--- src/lgm_pkg.sv ---
// Shared widths, constants and the limiter curve table for the gate mixer limiter.
package lgm_pkg;

    localparam int TRACKS    = 8;
    localparam int TRK_W     = 3;
    localparam int SMP_W     = 24;
    localparam int LIM_W     = 22;
    localparam int SUM_W     = 28;
    localparam int LVL_W     = 21;
    localparam int DEC_W     = 16;
    localparam int GAIN_W    = 16;
    localparam int CFG_IDX_W = 2;
    localparam int CFG_DAT_W = 21;

    // register indexes on the configuration port
    localparam logic [CFG_IDX_W-1:0] CFG_GATE_LEVEL = 2'd0;
    localparam logic [CFG_IDX_W-1:0] CFG_GATE_DECAY = 2'd1;
    localparam logic [CFG_IDX_W-1:0] CFG_MIX_ENABLE = 2'd2;

    localparam logic [LVL_W-1:0]  GATE_LEVEL_RST = 21'd331;
    localparam logic [DEC_W-1:0]  GATE_DECAY_RST = 16'd65522;
    localparam logic [GAIN_W-1:0] GAIN_ONE       = 16'd32768;

    localparam logic signed [SUM_W-1:0] SUM_MAX = 28'sh7FFFFFF;
    localparam logic signed [SUM_W-1:0] SUM_MIN = 28'sh8000000;

    // round(524288 * tanh(k / 4)), k = 0..32
    function automatic logic [19:0] lgm_tanh(input logic [5:0] k);
        logic [19:0] v;
        begin
            case (k)
                6'd0:  v = 20'd0;
                6'd1:  v = 20'd128408;
                6'd2:  v = 20'd242282;
                6'd3:  v = 20'd333001;
                6'd4:  v = 20'd399295;
                6'd5:  v = 20'd444745;
                6'd6:  v = 20'd474558;
                6'd7:  v = 20'd493552;
                6'd8:  v = 20'd505428;
                6'd9:  v = 20'd512767;
                6'd10: v = 20'd517270;
                6'd11: v = 20'd520020;
                6'd12: v = 20'd521695;
                6'd13: v = 20'd522714;
                6'd14: v = 20'd523333;
                6'd15: v = 20'd523708;
                6'd16: v = 20'd523936;
                6'd17: v = 20'd524075;
                6'd18: v = 20'd524159;
                6'd19: v = 20'd524210;
                6'd20: v = 20'd524240;
                6'd21: v = 20'd524259;
                6'd22: v = 20'd524270;
                6'd23: v = 20'd524277;
                6'd24: v = 20'd524282;
                6'd25: v = 20'd524284;
                6'd26: v = 20'd524286;
                6'd27: v = 20'd524287;
                6'd28: v = 20'd524287;
                6'd29: v = 20'd524287;
                default: v = 20'd524288;
            endcase
            return v;
        end
    endfunction

    // saturate a grown sum back to the accumulator width
    function automatic logic signed [SUM_W-1:0] lgm_sat(input logic signed [29:0] s);
        logic signed [SUM_W-1:0] v;
        begin
            if (s > 30'(SUM_MAX)) begin
                v = SUM_MAX;
            end else if (s < 30'(SUM_MIN)) begin
                v = SUM_MIN;
            end else begin
                v = s[SUM_W-1:0];
            end
            return v;
        end
    endfunction

endpackage

--- src/lgm_in_if.sv ---
// Input channel: one track word per handshake.
interface lgm_in_if;
    import lgm_pkg::*;
    logic                     valid;
    logic                     ready;
    logic [TRK_W-1:0]         track;
    logic                     last_track;
    logic                     present;
    logic                     tx_on;
    logic signed [SMP_W-1:0]  sample_left;
    logic signed [SMP_W-1:0]  sample_right;
    logic signed [SMP_W-1:0]  loop_left;
    logic signed [SMP_W-1:0]  loop_right;

    modport source (output valid, track, last_track, present, tx_on, sample_left,
                    sample_right, loop_left, loop_right, input ready);
    modport sink (input valid, track, last_track, present, tx_on, sample_left,
                  sample_right, loop_left, loop_right, output ready);
endinterface

--- src/lgm_out_if.sv ---
// Output channel: direct outs and frame mix/cue, one word per handshake.
interface lgm_out_if;
    import lgm_pkg::*;
    logic                     valid;
    logic                     ready;
    logic signed [SMP_W-1:0]  direct_left;
    logic signed [SMP_W-1:0]  direct_right;
    logic                     frame_done;
    logic signed [LIM_W-1:0]  mix_left;
    logic signed [LIM_W-1:0]  mix_right;
    logic signed [LIM_W-1:0]  cue_left;
    logic signed [LIM_W-1:0]  cue_right;

    modport source (output valid, direct_left, direct_right, frame_done, mix_left,
                    mix_right, cue_left, cue_right, input ready);
    modport sink (input valid, direct_left, direct_right, frame_done, mix_left,
                  mix_right, cue_left, cue_right, output ready);
endinterface

--- src/live_thru_gate_mixer_limiter_top.sv ---
// A track word runs through gain, multiply and accumulate (and the limiter on a frame's
// last track) into the output register, which must be loaded before a new word is taken.
// A bit-serial multiply loop runs the envelope decay and the four gain products.
// On a last track the four sums share the single limiter interpolation multiplier in turn.
// Synchronous active-low reset clears envelopes, gains, sums and the config to defaults.
module live_thru_gate_mixer_limiter_top (
    input  logic                           i_clk,
    input  logic                           i_rst_n,
    input  logic                           i_cfg_we,
    input  logic [lgm_pkg::CFG_IDX_W-1:0]  i_cfg_idx,
    input  logic [lgm_pkg::CFG_DAT_W-1:0]  i_cfg_data,
    lgm_in_if.sink                         i_in,
    lgm_out_if.source                      o_out
);
    import lgm_pkg::*;

    typedef enum logic [5:0] {
        S_IDLE = 6'b000001,
        S_GAIN = 6'b000010,
        S_MUL  = 6'b000100,
        S_ACC  = 6'b001000,
        S_LIM  = 6'b010000,
        S_OUT  = 6'b100000
    } t_state;

    t_state r_st;

    // configuration
    logic [LVL_W-1:0] r_gate_level;
    logic [DEC_W-1:0] r_gate_decay;
    logic             r_mix_en;

    // per-track state
    logic [SMP_W-1:0]  r_env  [TRACKS];
    logic [GAIN_W-1:0] r_gain [TRACKS];

    // frame sums
    logic signed [SUM_W-1:0] r_msl, r_msr, r_csl, r_csr;

    // captured word
    logic [TRK_W-1:0]        r_trk;
    logic                    r_trk_ok, r_last, r_tx;
    logic signed [SMP_W-1:0] r_l, r_r, r_lpl, r_lpr;

    // serial multiply
    logic [3:0]              r_cnt;
    logic [SMP_W-1:0]        r_peak;
    logic [SMP_W-1:0]        r_env_op;
    logic [GAIN_W-1:0]       r_g;
    logic [DEC_W-1:0]        r_dsh;
    logic [GAIN_W-1:0]       r_gsh, r_hsh;
    logic [39:0]             r_pe;
    logic signed [40:0]      r_pml, r_pmr, r_pcl, r_pcr;
    logic [1:0]              r_li;

    // staged result and output register
    logic signed [SMP_W-1:0] r_dl, r_dr;
    logic signed [LIM_W-1:0] r_ml, r_mr, r_cl, r_cr;
    logic                    r_ov, r_ofd;
    logic signed [SMP_W-1:0] r_odl, r_odr;
    logic signed [LIM_W-1:0] r_oml, r_omr, r_ocl, r_ocr;

    // gain step toward the tx target
    logic [GAIN_W-1:0]       g_old;
    logic signed [17:0]      g_tgt, g_dlt, g_new, g_rem;
    logic signed [25:0]      g_prod;
    logic signed [17:0]      g_stp;
    logic [SMP_W-1:0]        a_l, a_r;

    always_comb begin
        g_old  = r_gain[r_trk];
        g_tgt  = r_tx ? 18'sd32768 : 18'sd0;
        g_dlt  = g_tgt - $signed({2'b00, g_old});
        g_prod = ($signed({{8{g_dlt[17]}}, g_dlt}) <<< 7)
               + ($signed({{8{g_dlt[17]}}, g_dlt}) <<< 1)
               + $signed({{8{g_dlt[17]}}, g_dlt}) + 26'sd32768;
        g_stp  = 18'(g_prod >>> 16);
        if (g_stp == 18'sd0 && g_dlt != 18'sd0) begin
            g_stp = (g_dlt > 18'sd0) ? 18'sd1 : -18'sd1;
        end
        g_new  = $signed({2'b00, g_old}) + g_stp;
        g_rem  = g_tgt - g_new;
        if (g_rem <= 18'sd3 && g_rem >= -18'sd3) begin
            g_new = g_tgt;
        end
        a_l = r_l[SMP_W-1] ? SMP_W'(-r_l) : r_l;
        a_r = r_r[SMP_W-1] ? SMP_W'(-r_r) : r_r;
    end

    // envelope update, gate, rounding and accumulation
    logic [SMP_W-1:0]        env_dec, env_new;
    logic                    gate;
    logic signed [40:0]      rnd_ml, rnd_mr, rnd_cl, rnd_cr;
    logic signed [25:0]      sh_ml, sh_mr, sh_cl, sh_cr;
    logic signed [SMP_W-1:0] tl, tr;
    logic signed [SMP_W:0]   d_l, d_r;
    logic signed [SMP_W-1:0] dsat_l, dsat_r;

    function automatic logic signed [29:0] grow(input logic signed [SUM_W-1:0] s,
                                                input logic signed [25:0] p,
                                                input logic signed [SMP_W-1:0] q);
        return {{2{s[SUM_W-1]}}, s} + {{4{p[25]}}, p} + {{6{q[SMP_W-1]}}, q};
    endfunction

    function automatic logic signed [SMP_W-1:0] sat24(input logic signed [SMP_W:0] v);
        logic signed [SMP_W-1:0] o;
        begin
            if (v > 25'sd8388607) begin
                o = 24'sh7FFFFF;
            end else if (v < -25'sd8388608) begin
                o = 24'sh800000;
            end else begin
                o = v[SMP_W-1:0];
            end
            return o;
        end
    endfunction

    always_comb begin
        env_dec = r_pe[39:16];
        env_new = (r_peak > env_dec) ? r_peak : env_dec;
        gate    = env_new >= {3'b000, r_gate_level};
        rnd_ml  = r_pml + 41'sd16384;
        rnd_mr  = r_pmr + 41'sd16384;
        rnd_cl  = r_pcl + 41'sd16384;
        rnd_cr  = r_pcr + 41'sd16384;
        sh_ml   = gate ? rnd_ml[40:15] : 26'sd0;
        sh_mr   = gate ? rnd_mr[40:15] : 26'sd0;
        sh_cl   = gate ? rnd_cl[40:15] : 26'sd0;
        sh_cr   = gate ? rnd_cr[40:15] : 26'sd0;
        tl      = gate ? r_l : '0;
        tr      = gate ? r_r : '0;
        d_l     = {r_lpl[SMP_W-1], r_lpl} + {tl[SMP_W-1], tl};
        d_r     = {r_lpr[SMP_W-1], r_lpr} + {tr[SMP_W-1], tr};
        dsat_l  = sat24(d_l);
        dsat_r  = sat24(d_r);
    end

    // soft limiter on one sum per cycle
    logic signed [SUM_W-1:0] lx;
    logic [SUM_W-1:0]        lax, ld;
    logic [5:0]              lidx;
    logic [16:0]             lfrac, ldiff;
    logic [19:0]             llo, lhi;
    logic [33:0]             lprod;
    logic [20:0]             le;
    logic [21:0]             ly;
    logic signed [LIM_W-1:0] lout;

    always_comb begin
        case (r_li)
            2'd0:    lx = r_msl;
            2'd1:    lx = r_msr;
            2'd2:    lx = r_csl;
            default: lx = r_csr;
        endcase
        lax   = lx[SUM_W-1] ? SUM_W'(-lx) : lx;
        ld    = lax - 28'd1048576;
        lidx  = ld[22:17];
        lfrac = ld[16:0];
        llo   = lgm_tanh(lidx);
        lhi   = lgm_tanh(lidx + 6'd1);
        ldiff = 17'(lhi - llo);
        lprod = ldiff * lfrac + 34'd65536;
        if (ld[SUM_W-1:22] != '0) begin
            le = 21'd524288;
        end else begin
            le = {1'b0, llo} + 21'(lprod[33:17]);
        end
        ly = 22'd1048576 + {1'b0, le};
        if (lax <= 28'd1048576) begin
            lout = lx[LIM_W-1:0];
        end else begin
            lout = lx[SUM_W-1] ? $signed(-ly) : $signed(ly);
        end
    end

    logic in_acc, out_acc;
    assign in_acc  = i_in.valid && i_in.ready;
    assign out_acc = r_ov && o_out.ready;

    always_ff @(posedge i_clk) begin
        if (!i_rst_n) begin
            r_st         <= S_IDLE;
            r_gate_level <= GATE_LEVEL_RST;
            r_gate_decay <= GATE_DECAY_RST;
            r_mix_en     <= 1'b1;
            r_msl        <= '0;
            r_msr        <= '0;
            r_csl        <= '0;
            r_csr        <= '0;
            r_cnt        <= '0;
            r_li         <= '0;
            r_ov         <= 1'b0;
            for (int i = 0; i < TRACKS; i++) begin
                r_env[i]  <= '0;
                r_gain[i] <= '0;
            end
        end else begin
            // configuration writes
            if (i_cfg_we) begin
                case (i_cfg_idx)
                    CFG_GATE_LEVEL: r_gate_level <= i_cfg_data[LVL_W-1:0];
                    CFG_GATE_DECAY: r_gate_decay <= i_cfg_data[DEC_W-1:0];
                    CFG_MIX_ENABLE: r_mix_en     <= i_cfg_data[0];
                    default: ;
                endcase
            end
            // output word taken; S_OUT reloads the register itself
            if (out_acc && r_st != S_OUT) begin
                r_ov <= 1'b0;
            end
            case (r_st)
                S_IDLE: begin
                    if (in_acc) begin
                        r_trk    <= i_in.track;
                        r_trk_ok <= 32'(i_in.track) < TRACKS;
                        r_last   <= i_in.last_track;
                        r_tx     <= i_in.tx_on;
                        r_l      <= i_in.present ? i_in.sample_left : '0;
                        r_r      <= i_in.present ? i_in.sample_right : '0;
                        r_lpl    <= i_in.loop_left;
                        r_lpr    <= i_in.loop_right;
                        r_st     <= S_GAIN;
                    end
                end
                S_GAIN: begin
                    r_g      <= g_new[GAIN_W-1:0];
                    r_gsh    <= g_new[GAIN_W-1:0];
                    r_hsh    <= GAIN_ONE - g_new[GAIN_W-1:0];
                    r_dsh    <= r_gate_decay;
                    r_env_op <= r_env[r_trk];
                    r_peak   <= (a_l > a_r) ? a_l : a_r;
                    r_pe     <= '0;
                    r_pml    <= '0;
                    r_pmr    <= '0;
                    r_pcl    <= '0;
                    r_pcr    <= '0;
                    r_cnt    <= '0;
                    r_st     <= S_MUL;
                end
                S_MUL: begin
                    // one multiplier bit per cycle, MSB first
                    r_pe  <= (r_pe << 1) + (r_dsh[DEC_W-1] ? {16'd0, r_env_op} : 40'd0);
                    r_pml <= (r_pml <<< 1) + (r_gsh[GAIN_W-1] ? 41'(r_l) : 41'sd0);
                    r_pmr <= (r_pmr <<< 1) + (r_gsh[GAIN_W-1] ? 41'(r_r) : 41'sd0);
                    r_pcl <= (r_pcl <<< 1) + (r_hsh[GAIN_W-1] ? 41'(r_l) : 41'sd0);
                    r_pcr <= (r_pcr <<< 1) + (r_hsh[GAIN_W-1] ? 41'(r_r) : 41'sd0);
                    r_dsh <= r_dsh << 1;
                    r_gsh <= r_gsh << 1;
                    r_hsh <= r_hsh << 1;
                    r_cnt <= r_cnt + 4'd1;
                    if (r_cnt == 4'd15) begin
                        r_cnt <= '0;
                        r_st  <= S_ACC;
                    end
                end
                S_ACC: begin
                    if (r_trk_ok) begin
                        r_env[r_trk]  <= env_new;
                        r_gain[r_trk] <= r_g;
                        if (r_mix_en) begin
                            r_msl <= lgm_sat(grow(r_msl, sh_ml, r_lpl));
                            r_msr <= lgm_sat(grow(r_msr, sh_mr, r_lpr));
                        end
                        r_csl <= lgm_sat(grow(r_csl, sh_cl, '0));
                        r_csr <= lgm_sat(grow(r_csr, sh_cr, '0));
                        r_dl  <= dsat_l;
                        r_dr  <= dsat_r;
                    end else begin
                        r_dl <= '0;
                        r_dr <= '0;
                    end
                    r_ml <= '0;
                    r_mr <= '0;
                    r_cl <= '0;
                    r_cr <= '0;
                    r_li <= '0;
                    r_st <= r_last ? S_LIM : S_OUT;
                end
                S_LIM: begin
                    case (r_li)
                        2'd0:    r_ml <= r_mix_en ? lout : '0;
                        2'd1:    r_mr <= r_mix_en ? lout : '0;
                        2'd2:    r_cl <= lout;
                        default: r_cr <= lout;
                    endcase
                    r_li <= r_li + 2'd1;
                    if (r_li == 2'd3) begin
                        r_msl <= '0;
                        r_msr <= '0;
                        r_csl <= '0;
                        r_csr <= '0;
                        r_st  <= S_OUT;
                    end
                end
                S_OUT: begin
                    if (!r_ov || o_out.ready) begin
                        r_ov  <= 1'b1;
                        r_odl <= r_dl;
                        r_odr <= r_dr;
                        r_ofd <= r_last;
                        r_oml <= r_ml;
                        r_omr <= r_mr;
                        r_ocl <= r_cl;
                        r_ocr <= r_cr;
                        r_st  <= S_IDLE;
                    end
                end
                default: r_st <= S_IDLE;
            endcase
        end
    end

    assign i_in.ready         = (r_st == S_IDLE);
    assign o_out.valid        = r_ov;
    assign o_out.direct_left  = r_odl;
    assign o_out.direct_right = r_odr;
    assign o_out.frame_done   = r_ofd;
    assign o_out.mix_left     = r_oml;
    assign o_out.mix_right    = r_omr;
    assign o_out.cue_left     = r_ocl;
    assign o_out.cue_right    = r_ocr;

`ifndef SYNTHESIS
    a_accept_gain: assert property (@(posedge i_clk) disable iff (!i_rst_n)
        in_acc |=> r_st == S_GAIN)
        else $error("accepted word did not start gain step");
    a_cnt_idle: assert property (@(posedge i_clk) disable iff (!i_rst_n)
        r_st != S_MUL |-> r_cnt == 4'd0)
        else $error("multiply counter running outside multiply loop");
    a_sums_clear: assert property (@(posedge i_clk) disable iff (!i_rst_n)
        (r_st == S_LIM && r_li == 2'd3) |=>
            (r_msl == '0 && r_msr == '0 && r_csl == '0 && r_csr == '0))
        else $error("frame sums not cleared at frame end");
    a_no_mix_mid: assert property (@(posedge i_clk) disable iff (!i_rst_n)
        (r_ov && !r_ofd) |-> (r_oml == '0 && r_omr == '0 && r_ocl == '0 && r_ocr == '0))
        else $error("mix or cue nonzero outside frame end");
`endif

endmodule
--- src/flat_wrapper.sv ---
// flat-port wrapper written by rule: the top's interface ports become plain ports
module live_thru_gate_mixer_limiter_top_flat import lgm_pkg::*;
  (i_clk, i_rst_n, i_cfg_we, i_cfg_idx, i_cfg_data, i_in_valid, i_in_track, i_in_last_track, i_in_present, i_in_tx_on, i_in_sample_left, i_in_sample_right, i_in_loop_left, i_in_loop_right, i_in_ready, o_out_valid, o_out_direct_left, o_out_direct_right, o_out_frame_done, o_out_mix_left, o_out_mix_right, o_out_cue_left, o_out_cue_right, o_out_ready);
  lgm_in_if i_in_i ();
  lgm_out_if o_out_i ();
  input  logic i_clk;
  input  logic i_rst_n;
  input  logic i_cfg_we;
  input  logic [lgm_pkg::CFG_IDX_W-1:0] i_cfg_idx;
  input  logic [lgm_pkg::CFG_DAT_W-1:0] i_cfg_data;
  input wire logic [$bits(i_in_i.valid)-1:0] i_in_valid;
  input wire logic [$bits(i_in_i.track)-1:0] i_in_track;
  input wire logic [$bits(i_in_i.last_track)-1:0] i_in_last_track;
  input wire logic [$bits(i_in_i.present)-1:0] i_in_present;
  input wire logic [$bits(i_in_i.tx_on)-1:0] i_in_tx_on;
  input wire logic [$bits(i_in_i.sample_left)-1:0] i_in_sample_left;
  input wire logic [$bits(i_in_i.sample_right)-1:0] i_in_sample_right;
  input wire logic [$bits(i_in_i.loop_left)-1:0] i_in_loop_left;
  input wire logic [$bits(i_in_i.loop_right)-1:0] i_in_loop_right;
  output wire logic [$bits(i_in_i.ready)-1:0] i_in_ready;
  output wire logic [$bits(o_out_i.valid)-1:0] o_out_valid;
  output wire logic [$bits(o_out_i.direct_left)-1:0] o_out_direct_left;
  output wire logic [$bits(o_out_i.direct_right)-1:0] o_out_direct_right;
  output wire logic [$bits(o_out_i.frame_done)-1:0] o_out_frame_done;
  output wire logic [$bits(o_out_i.mix_left)-1:0] o_out_mix_left;
  output wire logic [$bits(o_out_i.mix_right)-1:0] o_out_mix_right;
  output wire logic [$bits(o_out_i.cue_left)-1:0] o_out_cue_left;
  output wire logic [$bits(o_out_i.cue_right)-1:0] o_out_cue_right;
  input wire logic [$bits(o_out_i.ready)-1:0] o_out_ready;
  assign i_in_i.valid = i_in_valid;
  assign i_in_i.track = i_in_track;
  assign i_in_i.last_track = i_in_last_track;
  assign i_in_i.present = i_in_present;
  assign i_in_i.tx_on = i_in_tx_on;
  assign i_in_i.sample_left = i_in_sample_left;
  assign i_in_i.sample_right = i_in_sample_right;
  assign i_in_i.loop_left = i_in_loop_left;
  assign i_in_i.loop_right = i_in_loop_right;
  assign i_in_ready = i_in_i.ready;
  assign o_out_valid = o_out_i.valid;
  assign o_out_direct_left = o_out_i.direct_left;
  assign o_out_direct_right = o_out_i.direct_right;
  assign o_out_frame_done = o_out_i.frame_done;
  assign o_out_mix_left = o_out_i.mix_left;
  assign o_out_mix_right = o_out_i.mix_right;
  assign o_out_cue_left = o_out_i.cue_left;
  assign o_out_cue_right = o_out_i.cue_right;
  assign o_out_i.ready = o_out_ready;
  live_thru_gate_mixer_limiter_top u_core (.i_clk(i_clk), .i_rst_n(i_rst_n), .i_cfg_we(i_cfg_we), .i_cfg_idx(i_cfg_idx), .i_cfg_data(i_cfg_data), .i_in(i_in_i), .o_out(o_out_i));
endmodule
--- config.mk ---
export PLATFORM = sky130hd
export DESIGN_NAME = live_thru_gate_mixer_limiter_top_flat
export DESIGN_NICKNAME = d
export VERILOG_FILES = /design/src/lgm_pkg.sv /design/src/lgm_in_if.sv /design/src/lgm_out_if.sv /design/src/live_thru_gate_mixer_limiter_top.sv /design/src/flat_wrapper.sv
export SDC_FILE = /design/constraint.sdc
export NUM_CORES = 2
export LEC_CHECK = 0
export ABC_AREA = 1
export BUFFER_PORTS_ARGS = -buffer_cell sky130_fd_sc_hd__buf_2
export CORE_MARGIN = 3
export CORE_UTILIZATION = 50
export DETAILED_ROUTE_END_ITERATION = 8
export PLACE_DENSITY = 0.72
export SETUP_SLACK_MARGIN = 0.15
export SLEW_MARGIN = 20
export SYNTH_ARGS = -nofsm -noshare
export SYNTH_HDL_FRONTEND = slang
export SYNTH_SLANG_ARGS = --single-unit
--- constraint.sdc ---
create_clock -name i_clk -period 16.3 [get_ports i_clk]
set_input_delay 3.26 -clock i_clk [delete_from_list [all_inputs] [get_ports i_clk]]
set_output_delay 3.26 -clock i_clk [all_outputs]
set_load 0.02 [all_outputs]
After elaboration in Yosys (flattened, before gate mapping)
Memories as Yosys holds them, arrays and structs flattened. A register that Yosys moved wholly into a read port is not among the register bits. Index checks and enable logic that the tools add are counted.

Register bits after elaboration: 829. Bits in writable memories: 320. Memory bits (read-only): 1280. Bits of input ports: 130. Output and inout port bits: 139. Logic and storage cells: 240. Memories: 4.

Add/subtract/negate cells: 36. $mul: 1. $lt $le $gt $ge: 19. Eq/ne operators: 22. Muxes and demuxes: 83. Reductions and logical operators: 32.

Memories: (no name shown) (words 32, width 20, rd ports 1, clocked after memory_dff 0, wr ports 0, RTL line lgm_pkg.sv:31) `case (k)`; (no name shown) (words 32, width 20, rd ports 1, clocked after memory_dff 0, wr ports 0, RTL line lgm_pkg.sv:31); u_core.r_env (words 8, width 24, rd ports 1, clocked after memory_dff 1, wr ports 8, RTL line live_thru_gate_mixer_limiter_top.sv:34) `logic [SMP_W-1:0] r_env [TRACKS];`; u_core.r_gain (words 8, width 16, rd ports 1, clocked after memory_dff 1, wr ports 8, RTL line live_thru_gate_mixer_limiter_top.sv:35) `logic [GAIN_W-1:0] r_gain [TRACKS];`.

Operators by type and width (number): 28-bit 2-to-1 mux (12); 41-bit one-hot mux with 2 select lines (4); 24-bit 2-to-1 mux (10); 28-bit one-hot mux with 2 select lines (4); 22-bit one-hot mux with 2 select lines (4); 41-bit by 16-bit adder with 41-bit output, second input constant (4); 41-bit adder (4); 41-bit 2-to-1 mux (4); 22-bit 2-to-1 mux (7); 30-bit by 28-bit greater-than comparator with 1-bit output, second input constant (4); 30-bit by 28-bit less-than comparator with 1-bit output, second input constant (4); 28-bit by 26-bit adder with 29-bit output (4); 26-bit 2-to-1 mux (4); 16-bit one-hot mux with 2 select lines (3); 28-bit one-hot mux with 3 select lines (1); 40-bit one-hot mux with 2 select lines (1); 29-bit by 24-bit adder with 30-bit output (2); 24-bit by 24-bit adder with 25-bit output (2); 25-bit by 24-bit greater-than comparator with 1-bit output, second input constant (2); 25-bit by 24-bit less-than comparator with 1-bit output, second input constant (2); 24-bit greater-than comparator (2); 16-bit 2-to-1 mux (3); 24-bit negation (2); 40-bit adder (1); other kinds (60) (103).

Logic depth before layout (Yosys ltp)
An unclocked memory read counts as a cell.

Word-level depth: 20. Gate-level depth with buffers: 91. Mapped depth without buffers: 88.

Worst setup path before layout
Ideal clock, no wire load.

Path type: input to register. From: in i_rst_n. To: reg u_core.r_dsh[0] (enable). Setup time: 0.866 ns. Arrival time: 14.386 ns. Required time: 15.434 ns. Path slack: 1.047 ns. Cell stages on the path: 5. Buffers on the path: 3. Path through: clkbuf_1 -> inv_2 -> clkbuf_1 -> buf_1 -> nor2_1.

Word-level cells in the longest chain between the ends: 1.

RTL lines: start: declaration (RTL line flat_wrapper.sv:7) `input logic i_rst_n;`; 2-bit AND reduction (no line); end signal: assignment (RTL line live_thru_gate_mixer_limiter_top.sv:231) `r_dsh <= r_gate_decay;`; end signal: assignment (RTL line live_thru_gate_mixer_limiter_top.sv:249) `r_dsh <= r_dsh << 1;`; end: declaration (RTL line live_thru_gate_mixer_limiter_top.sv:50) `logic [DEC_W-1:0] r_dsh;`.

No other way between the ends. A chain may end at the register's enable or synchronous reset.

Worst setup path after layout
From: reg u_core.r_li[0]. To: reg u_core.r_mr[18], data pin.

Word-level cells in the longest chain between the ends: 20. Elaborated cells on any way between the ends: 26. Those cells by class: add/sub (8); mul (1); order compare (1); eq/ne (2); mux (10); reduce/logical (2); memory (2).

RTL lines: start: declaration (RTL line live_thru_gate_mixer_limiter_top.sv:54) `logic [1:0] r_li;`; start signal: assignment (RTL line live_thru_gate_mixer_limiter_top.sv:288) `r_li <= r_li + 2'd1;`; 2-bit == test, or another cell as far along (RTL line live_thru_gate_mixer_limiter_top.sv:151) `case (r_li)`; 28-bit one-hot mux with 3 select lines * (RTL line live_thru_gate_mixer_limiter_top.sv:151); 28-bit negation (RTL line live_thru_gate_mixer_limiter_top.sv:157) `lax = lx[SUM_W-1] ? SUM_W'(-lx) : lx;`; 28-bit 2-to-1 mux (RTL line live_thru_gate_mixer_limiter_top.sv:157); 28-bit by 21-bit subtractor with 28-bit output (RTL line live_thru_gate_mixer_limiter_top.sv:158) `ld = lax - 28'd1048576;`; 6-bit by 1-bit adder with 6-bit output (RTL line live_thru_gate_mixer_limiter_top.sv:162) `lhi = lgm_tanh(lidx + 6'd1);`; memory read 32 x 20 bit; 17-bit 2-to-1 mux (RTL line lgm_pkg.sv:31); (+4 left out); 21-bit 2-to-1 mux (RTL line live_thru_gate_mixer_limiter_top.sv:165) `if (ld[SUM_W-1:22] != '0) begin`; 21-bit by 21-bit adder with 22-bit output (RTL line live_thru_gate_mixer_limiter_top.sv:170) `ly = 22'd1048576 + {1'b0, le};`; 22-bit negation (RTL line live_thru_gate_mixer_limiter_top.sv:174) `lout = lx[SUM_W-1] ? $signed(-ly) : $signed(ly);`; 22-bit 2-to-1 mux (RTL line live_thru_gate_mixer_limiter_top.sv:174); 22-bit 2-to-1 mux * (RTL line live_thru_gate_mixer_limiter_top.sv:171) `if (lax <= 28'd1048576) begin`; 22-bit 2-to-1 mux * (RTL line live_thru_gate_mixer_limiter_top.sv:284) `2'd1: r_mr <= r_mix_en ? lout : '0;`; 22-bit 2-to-1 mux * (RTL line live_thru_gate_mixer_limiter_top.sv:282) `case (r_li)`; 22-bit one-hot mux with 2 select lines * (RTL line live_thru_gate_mixer_limiter_top.sv:213) `case (r_st)`; end signal: assignment (RTL line live_thru_gate_mixer_limiter_top.sv:284); end: declaration (RTL line live_thru_gate_mixer_limiter_top.sv:58) `logic signed [LIM_W-1:0] r_ml, r_mr, r_cl, r_cr;`.

Every way passes the cells marked *; elsewhere a longest branch is shown, timed or not. The select of a mux whose other input is x is not followed.

==> impl_metrics.tcl <==
set metrics [dict create \
    status "completed" \
    drc 0 \
    synth_ff_type "edfxtp_1" \
    synthAdderAreaFrac 0.1673 \
    synth_warnings 0 \
    clk_pin_slew_ns 0.06 \
    io_pins 269 \
    tns_ns 0 \
    finalNetCount 11600 \
    cellLeakagePower_uw 0.04268 \
    grt_setup_unrepaired "no" \
    grt_usage 0.3008 \
    antenna_found_initial 5 \
    ys_ff_latch 1175 \
    cpMostUsedCell "inv_1" \
    instances_no_fill 12840 \
    grt_pass1_vias 71650 \
    postCtsHoldBufs 0 \
    hold_class "reg2reg" \
    synth-xor-area-share 0.03180 \
    met3_usage 0.04105 \
    syn_area_mm2 0.08558 \
    gp_congestion 0.9823 \
    cts_tree "built" \
    critPathMaxFanout 29 \
    wl_per_cell_um 20.87 \
    worst_pin_slew_ns 1.154 \
    met2_usage 0.4836 \
    crit_buf_inv 16 \
    worstRegToRegCells 75 \
    grt_max_degree 181 \
    numCtsBuffers 133 \
    r2r_setup_slack_ns 1.31 \
    fin_crit_sh 0.9196 \
    dp.cells 12590 \
    slowest_delay_ns 0.54 \
    synth_top_area_cell "edfxtp_1" \
    slew_headroom 0.2257 \
    setup_viol 0 \
    period_needed_ns 14.99 \
    min_from "u_core.r_ml[13]$_DFFE_PP_" \
    row_count 151 \
    arrival_ns 15.50 \
    maxSlewViolCount 0 \
    core_mm2 0.1697 \
    finalHoldViolCount 0 \
    synth_edf_count 1009 \
    die_w_um 419.7 \
    critPathKind "reg2reg" \
    area.growth.synth_to_final_pct 9.731 \
    finalClockSkew_ns 0.06938 \
    min_to "u_core.o_out.mix_left[13]$_DFFE_PP_" \
    synth_nets 11370 \
    cpMaxStageDelayCell "fa_1" \
    place_hpwl_mm 202.3 \
    clk_path_buf_depth 3 \
    yosysSeqAreaShare 0.3929 \
    ys_top_cells_by_count "2,108 x nand2_1, 1,430 x inv_1, 1,304 x nor2_1" \
    cp.required_ns 16.81 \
    holdPathStages 0 \
    overflow 0 \
    via_count 73190 \
    initial_core_util 0.5044 \
    synth_top_family_by_area "simple AND/OR/NAND/NOR gates" \
    synth_compound_area_frac 0.1277 \
    critical_path.endpoint_type "register" \
    p_total_uw 12030 \
    firstDrtPassIters 6 \
    antenna_cells 0 \
    grt_pass1_wl_mm 409.5 \
    syn_avg_cell_area_um2 8.323 \
    drive_gt1_frac 0.07166 \
    drt-vias-per-instance 5.702 \
    muxShareOfSynthArea 0 \
    clock_latency_ns 0.81 \
    postSynthCellCount 10280 \
    nFillCells 15360 \
    synth_simple_gate_area_frac 0.2013 \
    routed_wirelength_mm 267.9 \
    synth.top_cell.area_share 0.3541 \
    gr-usage-met1 0.3863 \
    start_kind "register" \
    vdd_drop_max_uv 202.0 \
    route.antenna.remaining_nets 0 \
    max-cap-violations 0 \
    power_density_mw_per_mm2 128.1 \
    synth-async-reset-ratio 0 \
    htreeDepth 4 \
    r2r_start "u_core.r_li[0]$_SDFFE_PN0P_" \
    drt_iter0_markers 6558 \
    synthTopCellsByArea "edfxtp_1 35%, ha_1 9.6%, nand2_1 9.2%" \
    ys_types 77 \
    post-synth-top-count-cell "nand2_1" \
    io_buffer_count 268 \
    dieArea_mm2 0.1762 \
    cts_num_sinks 1175 \
    busiest_layer "met2" \
    clock.fmax_ghz 0.06671 \
    clock-root-buffer "clkbuf_16" \
    cpLargestDelayFamily "adder cells" \
    timing.rr.end "u_core.r_mr[18]$_DFFE_PP_" \
    die_h_um 419.7 \
]
[placed cells by master, fill, tap and decap left out, drive strengths merged, types with 150 or more instances in the layout]
master / synthesis / final
a21oi: 797 / 797
buf: 64 / 377
clkbuf: 221 / 166
dfxtp: 166 / 166
edfxtp: 1009 / 1009
fa: 304 / 304
ha: 658 / 658
inv: 1451 / 1460
nand2: 2135 / 2135
nand3: 300 / 300
nor2: 1345 / 1345
nor3: 150 / 150
o21ai: 642 / 642
xor2: 215 / 215
[cell families after synthesis]
family / after synthesis
XOR/XNOR: 306
buffers and inverters: 1742
flip-flops: 1175
adder cells (fa/ha/maj): 962
AO/OA/AOI/OAI: 1931
AND/OR/NAND/NOR: 4166
[worst max path at each step]
stage                                     start                            end  slack (ns)  cells after the start
detailed placement  u_core.r_li[0]$_SDFFE_PN0P_      u_core.r_mr[17]$_DFFE_PP_        1.41                     74
global placement    u_core.r_li[0]$_SDFFE_PN0P_      u_core.r_ml[18]$_DFFE_PP_        1.61                     73
CTS                 u_core.r_li[0]$_SDFFE_PN0P_      u_core.r_ml[19]$_DFFE_PP_        1.34                     74
global route        u_core.r_li[0]$_SDFFE_PN0P_      u_core.r_ml[19]$_DFFE_PP_        0.15                     78
floorplan                               i_rst_n  u_core.r_dsh[0]$_SDFFCE_PP0P_        1.05                      5
finish              u_core.r_li[0]$_SDFFE_PN0P_      u_core.r_mr[18]$_DFFE_PP_        1.31                     75
[power by group]
group,switching [uW],total [uW],internal (uW)
logic,3730,5310,1580
clock network,1330,3040,1710
registers,124,3680,3560
[per-layer routing]
layer / share of wire / up-vias
li1: - / 34770
met1: 0.40 / 34840
met2: 0.45 / 2958
met3: 0.072 / 621
met4: 0.069 / 6
met5: 0.00014 / -
[area by class of cell]
class / instances / area (um2) / area share
Clock inverter: 79 / 868.3 / 0.009247
Multi-Input combinational cell: 7365 / 45360 / 0.4830
Timing Repair Buffer: 377 / 2205 / 0.02348
Clock buffer: 166 / 3592 / 0.03825
Sequential cell: 1175 / 33620 / 0.3581
Tap cell: 2218 / 2775 / 0.02955
Inverter: 1457 / 5487 / 0.05843
[flip-flops by register name, summed over array words and instances (netlist names), 24 cells and up, named ones only]
name,count
u_core.r_r,24
u_core.r_lpl,24
u_core.r_pcr,41
u_core.r_env_op,24
u_core.r_msl,28
u_core.o_out.direct_left,24
u_core.r_env,192
u_core.r_pe,40
u_core.r_csr,28
u_core.r_l,24
u_core.r_msr,28
u_core.r_pml,41
u_core.r_dl,24
u_core.o_out.direct_right,24
u_core.r_dr,24
u_core.r_pmr,41
u_core.r_gain,128
u_core.r_lpr,24
u_core.r_pcl,41
u_core.r_csl,28
u_core.r_peak,24
[stage by stage]
step	area (um2)	utilization	hold slack (ns)	setup WS (ns)
floorplan	85580	-	0.4003	1.047
global placement	89400	0.5269	0.4010	1.609
detailed placement	89400	0.5269	0.4045	1.415
CTS	93860	0.5532	0.4064	1.338
global route	93910	0.5535	0.4152	0.1520
finish	93910	0.5535	0.3987	1.310
[repair_timing]
action                                 in CTS  in global routing
endpoints found under the hold margin       0                  0
gates resized for setup                     0                  2
buffers inserted                            0                  0
setup endpoints to repair                   0                 20
(Power assumes the default switching activity.)
